**src/rtl/core/m4vt_pkg.sv**
```systemverilog
// m4vt_pkg: payload types, register indexes and float32 helpers for the
// matrix4x4_vector_transform block. No dependencies.
`timescale 1ns / 1ps
package m4vt_pkg;

  localparam int unsigned NumRegs   = 8;
  localparam int unsigned CfgIdxW   = 3;
  localparam int unsigned CfgDataW  = 64;
  // Register stages from input acceptance to result: multiply 3, three adds of 3
  localparam int unsigned PipeDepth = 12;
  localparam logic [31:0] CanonNan  = 32'h7FC0_0000;
  localparam logic [31:0] PosInf    = 32'h7F80_0000;

  // Identity matrix, two elements per register
  localparam logic [63:0] RstRow0L = 64'h0000_0000_3F80_0000;
  localparam logic [63:0] RstRow0R = 64'h0;
  localparam logic [63:0] RstRow1L = 64'h3F80_0000_0000_0000;
  localparam logic [63:0] RstRow1R = 64'h0;
  localparam logic [63:0] RstRow2L = 64'h0;
  localparam logic [63:0] RstRow2R = 64'h0000_0000_3F80_0000;
  localparam logic [63:0] RstRow3L = 64'h0;
  localparam logic [63:0] RstRow3R = 64'h3F80_0000_0000_0000;

  typedef enum logic [2:0] {
    REG_ROW0_LEFT  = 3'd0,
    REG_ROW0_RIGHT = 3'd1,
    REG_ROW1_LEFT  = 3'd2,
    REG_ROW1_RIGHT = 3'd3,
    REG_ROW2_LEFT  = 3'd4,
    REG_ROW2_RIGHT = 3'd5,
    REG_ROW3_LEFT  = 3'd6,
    REG_ROW3_RIGHT = 3'd7
  } reg_idx_e;

  typedef struct packed {
    logic [31:0] vec_w;
    logic [31:0] vec_z;
    logic [31:0] vec_y;
    logic [31:0] vec_x;
  } vec_in_t;

  typedef struct packed {
    logic [31:0] out_w;
    logic [31:0] out_z;
    logic [31:0] out_y;
    logic [31:0] out_x;
  } vec_out_t;

  // Unpacked operand: value = (-1)^sgn * man * 2^(exp-150), man has hidden bit
  typedef struct packed {
    logic        nan;
    logic        inf;
    logic        zero;
    logic        sgn;
    logic signed [9:0] exp;
    logic [23:0] man;
  } fop_t;

  function automatic fop_t f_unpack(input logic [31:0] b);
    fop_t r;
    r.sgn  = b[31];
    r.nan  = (b[30:23] == 8'hFF) && (b[22:0] != 23'd0);
    r.inf  = (b[30:23] == 8'hFF) && (b[22:0] == 23'd0);
    r.zero = (b[30:0] == 31'd0);
    if (b[30:23] == 8'd0) begin
      r.exp = 10'sd1;
      r.man = {1'b0, b[22:0]};
    end else begin
      r.exp = $signed({2'b00, b[30:23]});
      r.man = {1'b1, b[22:0]};
    end
    return r;
  endfunction

  // Count leading zeros of a 50-bit word
  function automatic logic [5:0] f_clz50(input logic [49:0] v);
    logic [5:0] n;
    logic       hit;
    n   = 6'd50;
    hit = 1'b0;
    for (int i = 49; i >= 0; i--) begin
      if (!hit && v[i]) begin
        n   = 6'(49 - i);
        hit = 1'b1;
      end
    end
    return n;
  endfunction

  // Round and pack a magnitude: value = mag * 2^(e - 150 - 26), mag 50 bits
  // with leading one at bit 49 (or zero). Sticky is folded in bit 0.
  function automatic logic [31:0] f_round(input logic s, input logic signed [11:0] e,
                                          input logic [49:0] mag);
    logic [49:0]  m;
    logic signed [11:0] be;
    logic [11:0]  sh;
    logic [49:0]  shd;
    logic         stk;
    logic [24:0]  q;
    logic         g, rb;
    logic [25:0]  qr;
    logic [31:0]  r;
    m   = mag;
    // biased exponent if leading bit at 49 becomes hidden bit
    be  = e;
    stk = 1'b0;
    shd = m;
    if (be < 12'sd1) begin
      sh = 12'(12'sd1 - be);
      if (sh > 12'd50) begin
        stk = |m;
        shd = '0;
      end else begin
        stk = |(m & ((50'd1 << sh) - 50'd1));
        shd = m >> sh;
      end
      be = 12'sd0;
    end
    // shd[49:26] is the 24-bit significand, [25] guard, rest sticky
    q   = {1'b0, shd[49:26]};
    g   = shd[25];
    rb  = stk | (|shd[24:0]);
    qr  = {1'b0, q} + 26'((g && (rb || q[0])) ? 1 : 0);
    if (be == 12'sd0) begin
      // subnormal; a carry into bit 23 makes it the smallest normal
      r = {s, 7'd0, qr[23], qr[22:0]};
    end else if (qr[24]) begin
      be = be + 12'sd1;
      if (be >= 12'sd255) r = {s, PosInf[30:0]};
      else r = {s, be[7:0], qr[23:1]};
    end else begin
      if (be >= 12'sd255) r = {s, PosInf[30:0]};
      else r = {s, be[7:0], qr[22:0]};
    end
    return r;
  endfunction

endpackage

```
**src/rtl/core/m4vt_fmul.sv**
```systemverilog
// m4vt_fmul: three-stage float32 multiplier, round to nearest even.
// Depends on m4vt_pkg.
`timescale 1ns / 1ps
module m4vt_fmul (
  input  logic        clk_i,
  input  logic        en_i,
  input  logic [31:0] a_i,
  input  logic [31:0] b_i,
  output logic [31:0] prod_o
);
  import m4vt_pkg::*;

  // Stage 1: unpack and register operands
  fop_t ua, ub;
  logic [31:0] spec_d;
  logic        spec_v_d;
  always_comb begin
    ua = f_unpack(a_i);
    ub = f_unpack(b_i);
    spec_v_d = 1'b1;
    spec_d   = CanonNan;
    if (ua.nan || ub.nan || (ua.inf && ub.zero) || (ub.inf && ua.zero)) spec_d = CanonNan;
    else if (ua.inf || ub.inf) spec_d = {ua.sgn ^ ub.sgn, PosInf[30:0]};
    else if (ua.zero || ub.zero) spec_d = {ua.sgn ^ ub.sgn, 31'd0};
    else spec_v_d = 1'b0;
  end

  logic [23:0]        ma_q, mb_q;
  logic signed [11:0] e1_q;
  logic               s1_q, sv1_q;
  logic [31:0]        sp1_q;
  always_ff @(posedge clk_i) begin
    if (en_i) begin
      ma_q  <= ua.man;
      mb_q  <= ub.man;
      e1_q  <= 12'(ua.exp) + 12'(ub.exp) - 12'sd126;
      s1_q  <= ua.sgn ^ ub.sgn;
      sv1_q <= spec_v_d;
      sp1_q <= spec_d;
    end
  end

  // Stage 2: 24x24 multiply
  logic [47:0]        p_q;
  logic signed [11:0] e2_q;
  logic               s2_q, sv2_q;
  logic [31:0]        sp2_q;
  always_ff @(posedge clk_i) begin
    if (en_i) begin
      p_q   <= ma_q * mb_q;
      e2_q  <= e1_q;
      s2_q  <= s1_q;
      sv2_q <= sv1_q;
      sp2_q <= sp1_q;
    end
  end

  // Stage 3: normalize (product value = p * 2^(e2-150-24)) and round
  logic [5:0]         lz;
  logic [49:0]        nm;
  logic signed [11:0] ne;
  logic [31:0]        res;
  always_comb begin
    lz = f_clz50({p_q, 2'b00});
    // with p at bits 49..2, leading bit at 49 has exponent e2; rounding
    // denormalizes when ne drops below 1
    nm = {p_q, 2'b00} << lz;
    ne = e2_q - $signed({6'd0, lz});
    if (sv2_q) res = sp2_q;
    else res = f_round(s2_q, ne, nm);
  end

  always_ff @(posedge clk_i) begin
    if (en_i) prod_o <= res;
  end

endmodule

```
**config.mk**
```make
export PLATFORM = sky130hd
export DESIGN_NAME = m4vt_fmul
export DESIGN_NICKNAME = d
export VERILOG_FILES = /design/src/rtl/core/m4vt_pkg.sv /design/src/rtl/core/m4vt_fmul.sv
export SDC_FILE = /design/constraint.sdc
export NUM_CORES = 2
export LEC_CHECK = 0
export ABC_CLOCK_PERIOD_IN_PS = 7960
export BUFFER_PORTS_ARGS = -buffer_cell sky130_fd_sc_hd__buf_2
export CORE_ASPECT_RATIO = 0.5
export CORE_UTILIZATION = 40
export DETAILED_ROUTE_END_ITERATION = 16
export PLACE_DENSITY_LB_ADDON = 0.25
export SLEW_MARGIN = 30
export SYNTH_ARGS = -nofsm -noshare
export SYNTH_HDL_FRONTEND = slang
export SYNTH_SLANG_ARGS = --single-unit
```
**constraint.sdc**
```tcl
create_clock -name clk_i -period 7.96 [get_ports clk_i]
set_clock_uncertainty 0.05 [all_clocks]
set_input_delay 1.99 -clock clk_i [delete_from_list [all_inputs] [get_ports clk_i]]
set_output_delay 1.99 -clock clk_i [all_outputs]
set_load 0.1 [all_outputs]
```
==> results by group <==
Timing
  – Fin Setup TNS: 0 ps
  – Final period utilization: 97.8%
  – Max Clk Rate: 128 MHz
  – Fin Hold WS: 369 ps
  – Worst-Margin Slew: 1050 ps
  – Fin. max-slew vios: 0
  – Min Tclk post-route: 7790 ps
  – # setup viols final: 0
  – Worst slew margin: 28.1%
  – Hold Violations, Final: 0

Logic synthesis
  – Synth cell types: 115
  – Synth async-reset ratio: 0%
  – Avg Synthesized Cell Area: 8.47 um2
  – Synth top area cells: fa_1 28%, edfxtp_1 14%, ha_1 7.2%
  – Most common cell in the netlist: nand2_1
  – Primary FF master, synth: edfxtp_1
  – Post-Synthesis Cell Area: 35,000 um2
  – Net count of the mapped netlist: 4,878
  – Synth area leader: fa_1
  – Synth Warn #: 0
  – Post-synthesis sequential area ratio: 13.6%
  – Number of synthesized flops with an enable pin: 158
  – Leading cell types by count after synthesis: 573 x nand2_1, 547 x inv_1, 484 x fa_1
  – Share of the synthesized area in the top cell type: 27.7%
  – Post-synthesis cell count: 4,127
  – Synth Register Bits: 158

Floorplan
  – Die area: 88,700 um2
  – Die X: 420 um
  – Number of placed I/O pins: 98
  – Initial core utilization: 40.5%
  – Core area: 86,300 um2
  – Chip Height: 211 um
  – Cell row count: 76

Global routing
  – Largest net degree at the start of global routing: 68
  – Vias in the first global route: 34,000
  – All-layer global routing usage: 31.5%
  – Initial antenna violation count: 1
  – Remaining Overflow, GRT: 0
  – Global-route wire length before repair: 212,000 um

Clock network
  – Sink Count: 158
  – Max H-tree Level: 4
  – Worst-Skew Late Latency: 480 ps
  – TritonCTS clock tree: yes
  – CTS root buf: clkbuf_16
  – CTS buffer count: 17
  – Clock transition at path regs: 60 ps
  – CTS Buffer Depth: 2

Critical path
  – FF-to-FF End: prod_o[26]
  – Cells on worst reg2reg path: 25
  – Crit path launch: p_q[45]
  – Crit Path Category: flip-flop to flip-flop
  – Critical path arrival: 7940 ps
  – Crit path max fanout: 11
  – Setup crit end kind: flip-flop
  – Reg2Reg Launch Point: p_q[45]
  – Reg2Reg Setup Slack: 170 ps
  – Data required, critical path: 8110 ps
  – Setup crit start kind: flip-flop

Flow run
  – Max cap viols: 0

Placed design
  – Placed inst area: 40,300 um2
  – Post-DP HPWL: 113,000 um
  – Global placement routability congestion: 1.04
  – Port-buffer cells: 97
  – Cells after DPL: 5,710

Drt
  – 1st-iter DRT viols: 3,118
  – DR DRC count: 0
  – Post-route ant nets: 0
  – Via Count: 34,200
  – Vias/cell: 5.92
  – WL/cell: 24.3 um
  – TritonRoute pass-1 iters: 8
  – Final WL: 140,000 um

Outcome
  – Outcome: finished, final reports clean

Finish
  – Non-filler cells, final: 5,777
  – Final Cell Area: 41,700 um2
  – Nets: 5,345
  – P&R area growth vs syn: 19.2%
  – Filler Cells Inserted: 8,537
  – Share of cells above drive strength 1: 20.0%
  – Antenna fix cells: 0

Min path
  – Tightest Hold Check Type: flip-flop to flip-flop
  – Min-Delay Startpoint: s1_q
  – Hold path depth: 0
  – Worst Hold End: s2_q
cells by family (layout without fill, tap and decap cells):
group	Yosys count	in the layout	share of synthesized area, %
AO/OA/AOI/OAI	862	862	17.5
flip-flops	158	158	13.6
adder cells (fa/ha/maj)	685	685	34.9
multiplexers	87	87	2.66
XOR/XNOR	84	84	2.10
buffers and inverters	797	1277	8.99
AND/OR/NAND/NOR	1454	1454	20.3
layout by cell type (no fill, tap or decap), types with 96 or more instances in the layout:
master and instances:
and2_1 210, nor3_1 96, buf_2 96, ha_1 195
fa_1 483, nor2_1 206, a21oi_1 162, edfxtp_1 158
buf_4 568, o21ai_0 135, inv_1 547, nand3_1 113
nand2_1 571
registers in the layout, indices dropped and copies added (netlist names):
name / count
e1_q: 10
e2_q: 10
ma_q: 24
mb_q: 24
p_q: 48
prod_o: 32
s1_q: 1
s2_q: 1
sp1_q: 3
sp2_q: 3
sv1_q: 1
sv2_q: 1
critical path, cell delays in order (launching register included):
cell       delay (ps)
edfxtp_1          440
or4_4             600
buf_4             180
nor4_4            330
buf_6             230
o21a_1            160
inv_1              70
ha_1              340
o32a_1            370
and2_2            260
or4_4             520
buf_4             160
a21bo_2           260
a2111oi_4         510
buf_4             220
o2111ai_1         280
a41o_1            440
o221ai_1          480
a221o_1           290
nand4_1           160
buf_4             190
nor4_4            210
buf_4             190
nand2_2           120
o311ai_2          310
o211ai_1          140
routing by layer:
layer  share of wire, %  vias to the layer above  track usage [%]
li1                   -                    15100                -
met1                 43                    17200             43.4
met5                  0                        -                0
met4                4.2                        0             11.7
met3                7.6                      325             4.97
met2                 45                     1544             50.1
metrics by stage:
step | worst slack, ps | util, %
2_1_floorplan | 53.4 | -
3_3_place_gp | -86.1 | 46.7
3_5_place_dp | -200 | 46.7
4_1_cts | 9.48 | 47.6
5_1_grt | -81.7 | 48.3
6_report | 174 | 48.3
how the worst max path moves through the flow:
stage,end,slack [ps],cells past startpoint
3_3_place_gp,p_q[47],-90,32
3_5_place_dp,p_q[47],-200,32
4_1_cts,p_q[44],9,28
5_1_grt,p_q[44],-80,30
6_report,prod_o[26],170,25
2_1_floorplan,prod_o[14],50,38
cell type report:
class	instances	area [um2]	area share, %
Sequential cell	158	4740	11.4
Clock inverter	14	150	0.360
Multi-Input combinational cell	3172	27600	66.2
Timing Repair Buffer	693	5220	12.5
Clock buffer	18	429	1.03
Inverter	552	2080	4.98
Tap cell	1170	1460	3.51
what timing repair did:
| action | CTS | global route |
|---|---|---|
| gates cloned | 0 | 0 |
| endpoints found under the hold margin | 0 | 0 |
| setup endpoints to repair | 33 | 38 |
| gates resized for setup | 8 | 94 |
| pin swaps | 0 | 24 |
| setup buffers | 15 | 20 |
| hold buffers | 0 | 0 |
Power is left out: the tool's default activity adds up to more than one toggle a clock period on the data nets, which glitch-free logic cannot reach.
