### src/rtl/core/m4vt_pkg.sv
// m4vt_pkg: payload types, register indexes and float32 helpers for the
// matrix4x4_vector_transform block. No dependencies.
`timescale 1ns / 1ps
package m4vt_pkg;

  localparam int unsigned NumRegs   = 8;
  localparam int unsigned CfgIdxW   = 3;
  localparam int unsigned CfgDataW  = 64;
  // Register stages from input acceptance to result: multiply 3, three adds of 3
  localparam int unsigned PipeDepth = 12;
  localparam logic [31:0] CanonNan  = 32'h7FC0_0000;
  localparam logic [31:0] PosInf    = 32'h7F80_0000;

  // Identity matrix, two elements per register
  localparam logic [63:0] RstRow0L = 64'h0000_0000_3F80_0000;
  localparam logic [63:0] RstRow0R = 64'h0;
  localparam logic [63:0] RstRow1L = 64'h3F80_0000_0000_0000;
  localparam logic [63:0] RstRow1R = 64'h0;
  localparam logic [63:0] RstRow2L = 64'h0;
  localparam logic [63:0] RstRow2R = 64'h0000_0000_3F80_0000;
  localparam logic [63:0] RstRow3L = 64'h0;
  localparam logic [63:0] RstRow3R = 64'h3F80_0000_0000_0000;

  typedef enum logic [2:0] {
    REG_ROW0_LEFT  = 3'd0,
    REG_ROW0_RIGHT = 3'd1,
    REG_ROW1_LEFT  = 3'd2,
    REG_ROW1_RIGHT = 3'd3,
    REG_ROW2_LEFT  = 3'd4,
    REG_ROW2_RIGHT = 3'd5,
    REG_ROW3_LEFT  = 3'd6,
    REG_ROW3_RIGHT = 3'd7
  } reg_idx_e;

  typedef struct packed {
    logic [31:0] vec_w;
    logic [31:0] vec_z;
    logic [31:0] vec_y;
    logic [31:0] vec_x;
  } vec_in_t;

  typedef struct packed {
    logic [31:0] out_w;
    logic [31:0] out_z;
    logic [31:0] out_y;
    logic [31:0] out_x;
  } vec_out_t;

  // Unpacked operand: value = (-1)^sgn * man * 2^(exp-150), man has hidden bit
  typedef struct packed {
    logic        nan;
    logic        inf;
    logic        zero;
    logic        sgn;
    logic signed [9:0] exp;
    logic [23:0] man;
  } fop_t;

  function automatic fop_t f_unpack(input logic [31:0] b);
    fop_t r;
    r.sgn  = b[31];
    r.nan  = (b[30:23] == 8'hFF) && (b[22:0] != 23'd0);
    r.inf  = (b[30:23] == 8'hFF) && (b[22:0] == 23'd0);
    r.zero = (b[30:0] == 31'd0);
    if (b[30:23] == 8'd0) begin
      r.exp = 10'sd1;
      r.man = {1'b0, b[22:0]};
    end else begin
      r.exp = $signed({2'b00, b[30:23]});
      r.man = {1'b1, b[22:0]};
    end
    return r;
  endfunction

  // Count leading zeros of a 50-bit word
  function automatic logic [5:0] f_clz50(input logic [49:0] v);
    logic [5:0] n;
    logic       hit;
    n   = 6'd50;
    hit = 1'b0;
    for (int i = 49; i >= 0; i--) begin
      if (!hit && v[i]) begin
        n   = 6'(49 - i);
        hit = 1'b1;
      end
    end
    return n;
  endfunction

  // Round and pack a magnitude: value = mag * 2^(e - 150 - 26), mag 50 bits
  // with leading one at bit 49 (or zero). Sticky is folded in bit 0.
  function automatic logic [31:0] f_round(input logic s, input logic signed [11:0] e,
                                          input logic [49:0] mag);
    logic [49:0]  m;
    logic signed [11:0] be;
    logic [11:0]  sh;
    logic [49:0]  shd;
    logic         stk;
    logic [24:0]  q;
    logic         g, rb;
    logic [25:0]  qr;
    logic [31:0]  r;
    m   = mag;
    // biased exponent if leading bit at 49 becomes hidden bit
    be  = e;
    stk = 1'b0;
    shd = m;
    if (be < 12'sd1) begin
      sh = 12'(12'sd1 - be);
      if (sh > 12'd50) begin
        stk = |m;
        shd = '0;
      end else begin
        stk = |(m & ((50'd1 << sh) - 50'd1));
        shd = m >> sh;
      end
      be = 12'sd0;
    end
    // shd[49:26] is the 24-bit significand, [25] guard, rest sticky
    q   = {1'b0, shd[49:26]};
    g   = shd[25];
    rb  = stk | (|shd[24:0]);
    qr  = {1'b0, q} + 26'((g && (rb || q[0])) ? 1 : 0);
    if (be == 12'sd0) begin
      // subnormal; a carry into bit 23 makes it the smallest normal
      r = {s, 7'd0, qr[23], qr[22:0]};
    end else if (qr[24]) begin
      be = be + 12'sd1;
      if (be >= 12'sd255) r = {s, PosInf[30:0]};
      else r = {s, be[7:0], qr[23:1]};
    end else begin
      if (be >= 12'sd255) r = {s, PosInf[30:0]};
      else r = {s, be[7:0], qr[22:0]};
    end
    return r;
  endfunction

endpackage

### src/rtl/core/m4vt_fadd.sv
// m4vt_fadd: three-stage float32 adder, round to nearest even.
// Depends on m4vt_pkg.
`timescale 1ns / 1ps
module m4vt_fadd (
  input  logic        clk_i,
  input  logic        en_i,
  input  logic [31:0] a_i,
  input  logic [31:0] b_i,
  output logic [31:0] sum_o
);
  import m4vt_pkg::*;

  // Stage 1: unpack, order by magnitude, align smaller operand
  fop_t        ua, ub, big, sml;
  logic [10:0] dexp;
  logic [49:0] bigm, smlm;
  logic        sstk;
  logic [49:0] smlsh;
  logic [31:0] spec_d;
  logic        spec_v_d;

  always_comb begin
    ua = f_unpack(a_i);
    ub = f_unpack(b_i);
    if ({ua.exp, ua.man} >= {ub.exp, ub.man}) begin
      big = ua; sml = ub;
    end else begin
      big = ub; sml = ua;
    end
    dexp  = 11'(big.exp - sml.exp);
    bigm  = {big.man, 26'd0};
    smlm  = {sml.man, 26'd0};
    if (dexp > 11'd49) begin
      smlsh = '0;
      sstk  = |smlm;
    end else begin
      smlsh = smlm >> dexp;
      sstk  = |(smlm & ((50'd1 << dexp) - 50'd1));
    end
    smlsh[0] = smlsh[0] | sstk;
    spec_v_d = 1'b1;
    spec_d   = CanonNan;
    if (ua.nan || ub.nan || (ua.inf && ub.inf && (ua.sgn != ub.sgn))) spec_d = CanonNan;
    else if (ua.inf) spec_d = a_i;
    else if (ub.inf) spec_d = b_i;
    else if (ua.zero && ub.zero) spec_d = {ua.sgn & ub.sgn, 31'd0};
    else spec_v_d = 1'b0;
  end

  logic [49:0]        bigm_q, smlm_q;
  logic               bsgn_q, sub_q, spec_v_q;
  logic signed [9:0]  bexp_q;
  logic [31:0]        spec_q;

  always_ff @(posedge clk_i) begin
    if (en_i) begin
      bigm_q   <= bigm;
      smlm_q   <= smlsh;
      bsgn_q   <= big.sgn;
      sub_q    <= big.sgn ^ sml.sgn;
      bexp_q   <= big.exp;
      spec_v_q <= spec_v_d;
      spec_q   <= spec_d;
    end
  end

  // Stage 2: add or subtract magnitudes, count leading zeros below bit 50
  logic [50:0] raw;
  logic [5:0]  lz;
  always_comb begin
    raw = sub_q ? ({1'b0, bigm_q} - {1'b0, smlm_q}) : ({1'b0, bigm_q} + {1'b0, smlm_q});
    lz  = f_clz50(raw[49:0]);
  end

  logic [50:0]       raw_q;
  logic [5:0]        lz_q;
  logic              sgn2_q, spec_v2_q;
  logic signed [9:0] exp2_q;
  logic [31:0]       spec2_q;

  always_ff @(posedge clk_i) begin
    if (en_i) begin
      raw_q     <= raw;
      lz_q      <= lz;
      sgn2_q    <= bsgn_q;
      exp2_q    <= bexp_q;
      spec_v2_q <= spec_v_q;
      spec2_q   <= spec_q;
    end
  end

  // Stage 3: normalize and round. Leading bit at raw[50] means exp+1.
  logic [49:0]        nm;
  logic signed [11:0] ne;
  logic [31:0]        res;
  always_comb begin
    if (raw_q[50]) begin
      nm = {raw_q[50:2], raw_q[1] | raw_q[0]};
      ne = 12'(exp2_q) + 12'sd1;
    end else begin
      // leading one to bit 49; rounding denormalizes when ne drops below 1
      nm = raw_q[49:0] << lz_q;
      ne = 12'(exp2_q) - $signed({6'd0, lz_q});
    end
    if (spec_v2_q) res = spec2_q;
    else if (raw_q == 51'd0) res = 32'd0;
    else res = f_round(sgn2_q, ne, nm);
  end

  always_ff @(posedge clk_i) begin
    if (en_i) sum_o <= res;
  end

endmodule

### config.mk
export PLATFORM = sky130hd
export DESIGN_NAME = m4vt_fadd
export DESIGN_NICKNAME = d
export VERILOG_FILES = /design/src/rtl/core/m4vt_pkg.sv /design/src/rtl/core/m4vt_fadd.sv
export SDC_FILE = /design/constraint.sdc
export NUM_CORES = 1
export LEC_CHECK = 0
export BUFFER_PORTS_ARGS = -buffer_cell sky130_fd_sc_hd__buf_2
export CELL_PAD_IN_SITES_DETAIL_PLACEMENT = 0
export CELL_PAD_IN_SITES_GLOBAL_PLACEMENT = 1
export CORE_MARGIN = 3
export CORE_UTILIZATION = 46
export CTS_CLUSTER_DIAMETER = 30
export DETAILED_ROUTE_END_ITERATION = 6
export PLACE_DENSITY_LB_ADDON = 0.1
export SLEW_MARGIN = 10
export SYNTH_ARGS = -nofsm -noshare
export SYNTH_HDL_FRONTEND = slang
export SYNTH_SLANG_ARGS = --single-unit
export TNS_END_PERCENT = 10
### constraint.sdc
create_clock -name clk_i -period 22.5 [get_ports clk_i]
set_input_delay 2.25 -clock clk_i [delete_from_list [all_inputs] [get_ports clk_i]]
set_output_delay 2.25 -clock clk_i [all_outputs]
set_load 0.02 [all_outputs]
==> impl_metrics.py <==
metrics = {
    "synthesis": {
        "synth_cell_type_count": 110,
        "synthesis.instances": 3251,
        "yosysTopAreaCell": "edfxtp_1",
        "syn-cell-area_mm2": 0.0274,
        "ys_async_sr_fraction_pct": 0,
        "yosysTopAreaCellShare_pct": 27.2,
        "synth_ff_type": "edfxtp_1",
        "avgSynthCellArea_um2": 8.41,
        "synth_area_leaders": "edfxtp_1 (27%), mux2i_1 (5.5%), ha_1 (4.5%)",
        "yosys_register_bits": 248,
        "synth_seq_area_share_pct": 27.2,
        "yosysWarnings": 0,
        "synth_edf_count": 248,
    },
    "clocking": {
        "htreeDepth": 2,
        "cts_hold_buffers": 0,
        "cts_root_buffer": "clkbuf_16",
        "ctsResizeCount": 0,
        "post_cts_buffers": 0,
        "clk_pin_slew_worst_paths_ns": 0.05,
        "clkLatencyLatePin_ns": 0.54,
        "cts_tree": "yes",
        "cts_buffers": 41,
        "cts.sinks": 248,
        "cts_buffer_depth": 3,
    },
    "pwr": {
        "peakVddDrop_mv": 0.176,
        "p_total_mw": 3.56,
        "power_frac_seq_pct": 18.2,
        "p_int_mw": 1.67,
        "power.share.clock_pct": 16.8,
        "netSwitchingPower_mw": 1.89,
        "p_leak_nw": 11.0,
        "p_per_area_mw_per_mm2": 120,
        "power_frac_comb_pct": 65.0,
        "netSwitchingFraction_pct": 53.0,
    },
    "die": {
        "core_mm2": 0.0582,
        "io_pins": 98,
        "die_w_um": 250,
        "die_h_um": 250,
        "row_count": 88,
        "die_area_mm2": 0.0624,
        "start_util_pct": 47.0,
    },
    "drt": {
        "firstDrtPassIters": 7,
        "postRouteAntennaNets": 0,
        "viasPerCell": 7.17,
        "vias": 29100,
        "routed_wirelength_um": 123000,
        "drtIter0Drc": 3963,
        "drc": 1,
        "wl_per_cell_um": 30.3,
    },
    "setup_path": {
        "end_kind": "register",
        "cpPeakStageDelay_ns": 0.71,
        "critical_path.slowest_cell": "a221oi_1",
        "crit_start": "lz_q[1]$_SDFFCE_PP0P_",
        "r2r_start": "lz_q[1]$_SDFFCE_PP0P_",
        "cp_common_cell": "buf_4",
        "critPathLaunchType": "register",
        "cp.required_ns": 22.75,
        "cp_data_arrival_time_ns": 9.41,
        "cp_top_family": "compound AO/OA/AOI/OAI gates",
        "path_max_fanout": 43,
        "critical_path_buf_inv_count": 8,
        "crit_type": "reg2reg",
    },
    "cells_and_area": {
        "multiInputGateArea_mm2": 0.0186,
        "ff_latch_area_mm2": 0.00745,
        "num_antenna_cells": 0,
        "area_growth_pct": 8.86,
        "nNetsFinal": 3423,
        "n_fill_cell": 5522,
        "final_cells": 4052,
        "design_area_mm2": 0.0298,
        "final_util_pct": 51.1,
        "layout-drive-gt1-share_pct": 13.8,
    },
    "global_route": {
        "overflow": 0,
        "antenna_found_initial": 3,
        "grt_usage_pct": 37.4,
        "grt_pass1_wl_um": 179000,
        "grt_start_max_net_pins": 94,
        "first_global_vias": 27200,
    },
    "placement": {
        "gp_congestion": 1.04,
        "dpl_cell_area_mm2": 0.0285,
        "dpl_worst_slack_ns": 12.98,
        "place_hpwl_um": 91300,
        "port_buffers": 97,
        "placedCellCount": 3978,
    },
    "hold_path": {
        "hold_path_class": "reg2reg",
        "min-delay-start": "bexp_q[6]$_DFFE_PP_",
    },
    "timing": {
        "rsz0062_at_grt": "no",
        "tightest_slew_ns": 1.24,
        "finalSetupTns_ns": 0,
        "hold_ws_ns": 0.410,
        "setup_viol_count_final": 0,
        "hold_viol_final": 0,
        "min_period_over_period_pct": 40.7,
        "setup_ws_ns": 13.34,
        "finalCriticalPeriod_ns": 9.16,
        "fmax_ghz": 0.109,
        "slew-limit-headroom_pct": 15.3,
        "fin_skew_ns": 0.0228,
        "slew_viol_final": 0,
    },
    "outcome": {
        "status": "complete, but fails checks",
        "violations": "design-rule violations",
    },
    "run": {
        "drv_cap": 0,
    },
}
==> final timing paths <==
check / slack [ns] / end / cells past startpoint
worst min-delay path: 0.41 / exp2_q[6]$_DFFE_PP_ / 0
worst max register to register: 13.34 / sum_o[0]$_DFFE_PP_ / 27
worst min register to register: 0.41 / exp2_q[6]$_DFFE_PP_ / 0
worst max-delay path: 13.34 / sum_o[0]$_DFFE_PP_ / 27
==> cells in the mapped netlist (all sizes together) (37+ instances only) <==
library cell,n
o211ai,59
nand3,101
a211oi,40
nand4,52
o21ai,175
nor3,127
a31oi,38
nand2,304
mux2,81
nor4,56
nor2,293
xnor2,68
nand2b,37
edfxtp,248
a21oi,219
buf,60
ha,99
mux2i,149
o31ai,38
mux4,55
o22ai,59
inv,121
clkbuf,155
==> power by group through the flow <==
stage	combinational (mW)	clock (mW)	sequential, mW
after detailed placement	2.19	0	0.649
after floorplan	1.46	0	0.624
after global placement	2.19	0	0.649
final	2.31	0.599	0.649
after CTS	2.20	0.608	0.641
after global routing	2.39	0.630	0.647
==> registers in the layout, indices dropped and copies added (netlist names) <==
signal     count
spec2_q       32
sgn2_q         1
spec_v_q       1
sum_o         32
sub_q          1
spec_v2_q      1
exp2_q         8
spec_q        32
bigm_q        24
bexp_q         8
smlm_q        50
raw_q         51
bsgn_q         1
lz_q           6
==> final cells by class <==
class                           instances  share of cell area, %
Multi-Input combinational cell       2684                   62.6
Sequential cell                       248                   25.0
Clock buffer                           45                   3.50
Tap cell                              765                   3.21
Timing Repair Buffer                  156                   3.15
Inverter                              125                   1.58
Clock inverter                         29                  0.933
==> logic make-up after synthesis <==
| family | share of synthesized area [%] |
|---|---|
| AOI/OAI and AO/OA | 24.7 |
| buffers and inverters | 5.21 |
| adders and majority gates | 4.75 |
| and+or+nand+nor | 21.5 |
| muxes | 13.3 |
| xor gates and xnor gates | 3.28 |
| DFF | 27.2 |
| other | 0.0137 |
==> worst register-to-register path, stage by stage, from the launching register on <==
cell	delay [ns]
edfxtp_1	0.31
buf_4	0.40
inv_1	0.08
buf_4	0.23
ha_1	0.34
nor2b_1	0.26
fa_2	0.48
buf_4	0.23
clkinv_1	0.07
buf_4	0.48
ha_1	0.36
o221ai_1	0.39
a2111oi_0	0.55
a32o_1	0.30
a21oi_2	0.07
buf_4	0.25
or4_1	0.64
o22a_1	0.25
a21oi_1	0.14
o221ai_1	0.29
inv_1	0.21
ha_1	0.20
nor3b_1	0.65
nand4_4	0.24
o31ai_4	0.47
a21boi_2	0.19
a221oi_1	0.71
a21oi_1	0.08
==> layout by cell type, fill, tap and decap left out, types with 51 or more instances in the layout <==
cell type	count
xnor2_1	66
nand3_1	101
edfxtp_1	248
nand4_1	51
nand2_1	304
nor3_1	123
inv_1	118
a21oi_1	217
mux2i_1	148
mux2_2	81
o21ai_0	165
nor4_1	53
mux4_2	55
buf_2	96
nor2_1	291
ha_1	98
buf_4	59
o22ai_1	59
==> per-layer routing <==
layer | global-route usage [%] | up-vias | wire length, um
met5 | 0 | - | 30
met4 | 20.7 | 4 | 7920
met3 | 7.82 | 488 | 13400
met2 | 57.5 | 2155 | 53500
met1 | 49.2 | 13900 | 47800
li1 | - | 12600 | -
Note: power is estimated with default switching activity, not from simulation.
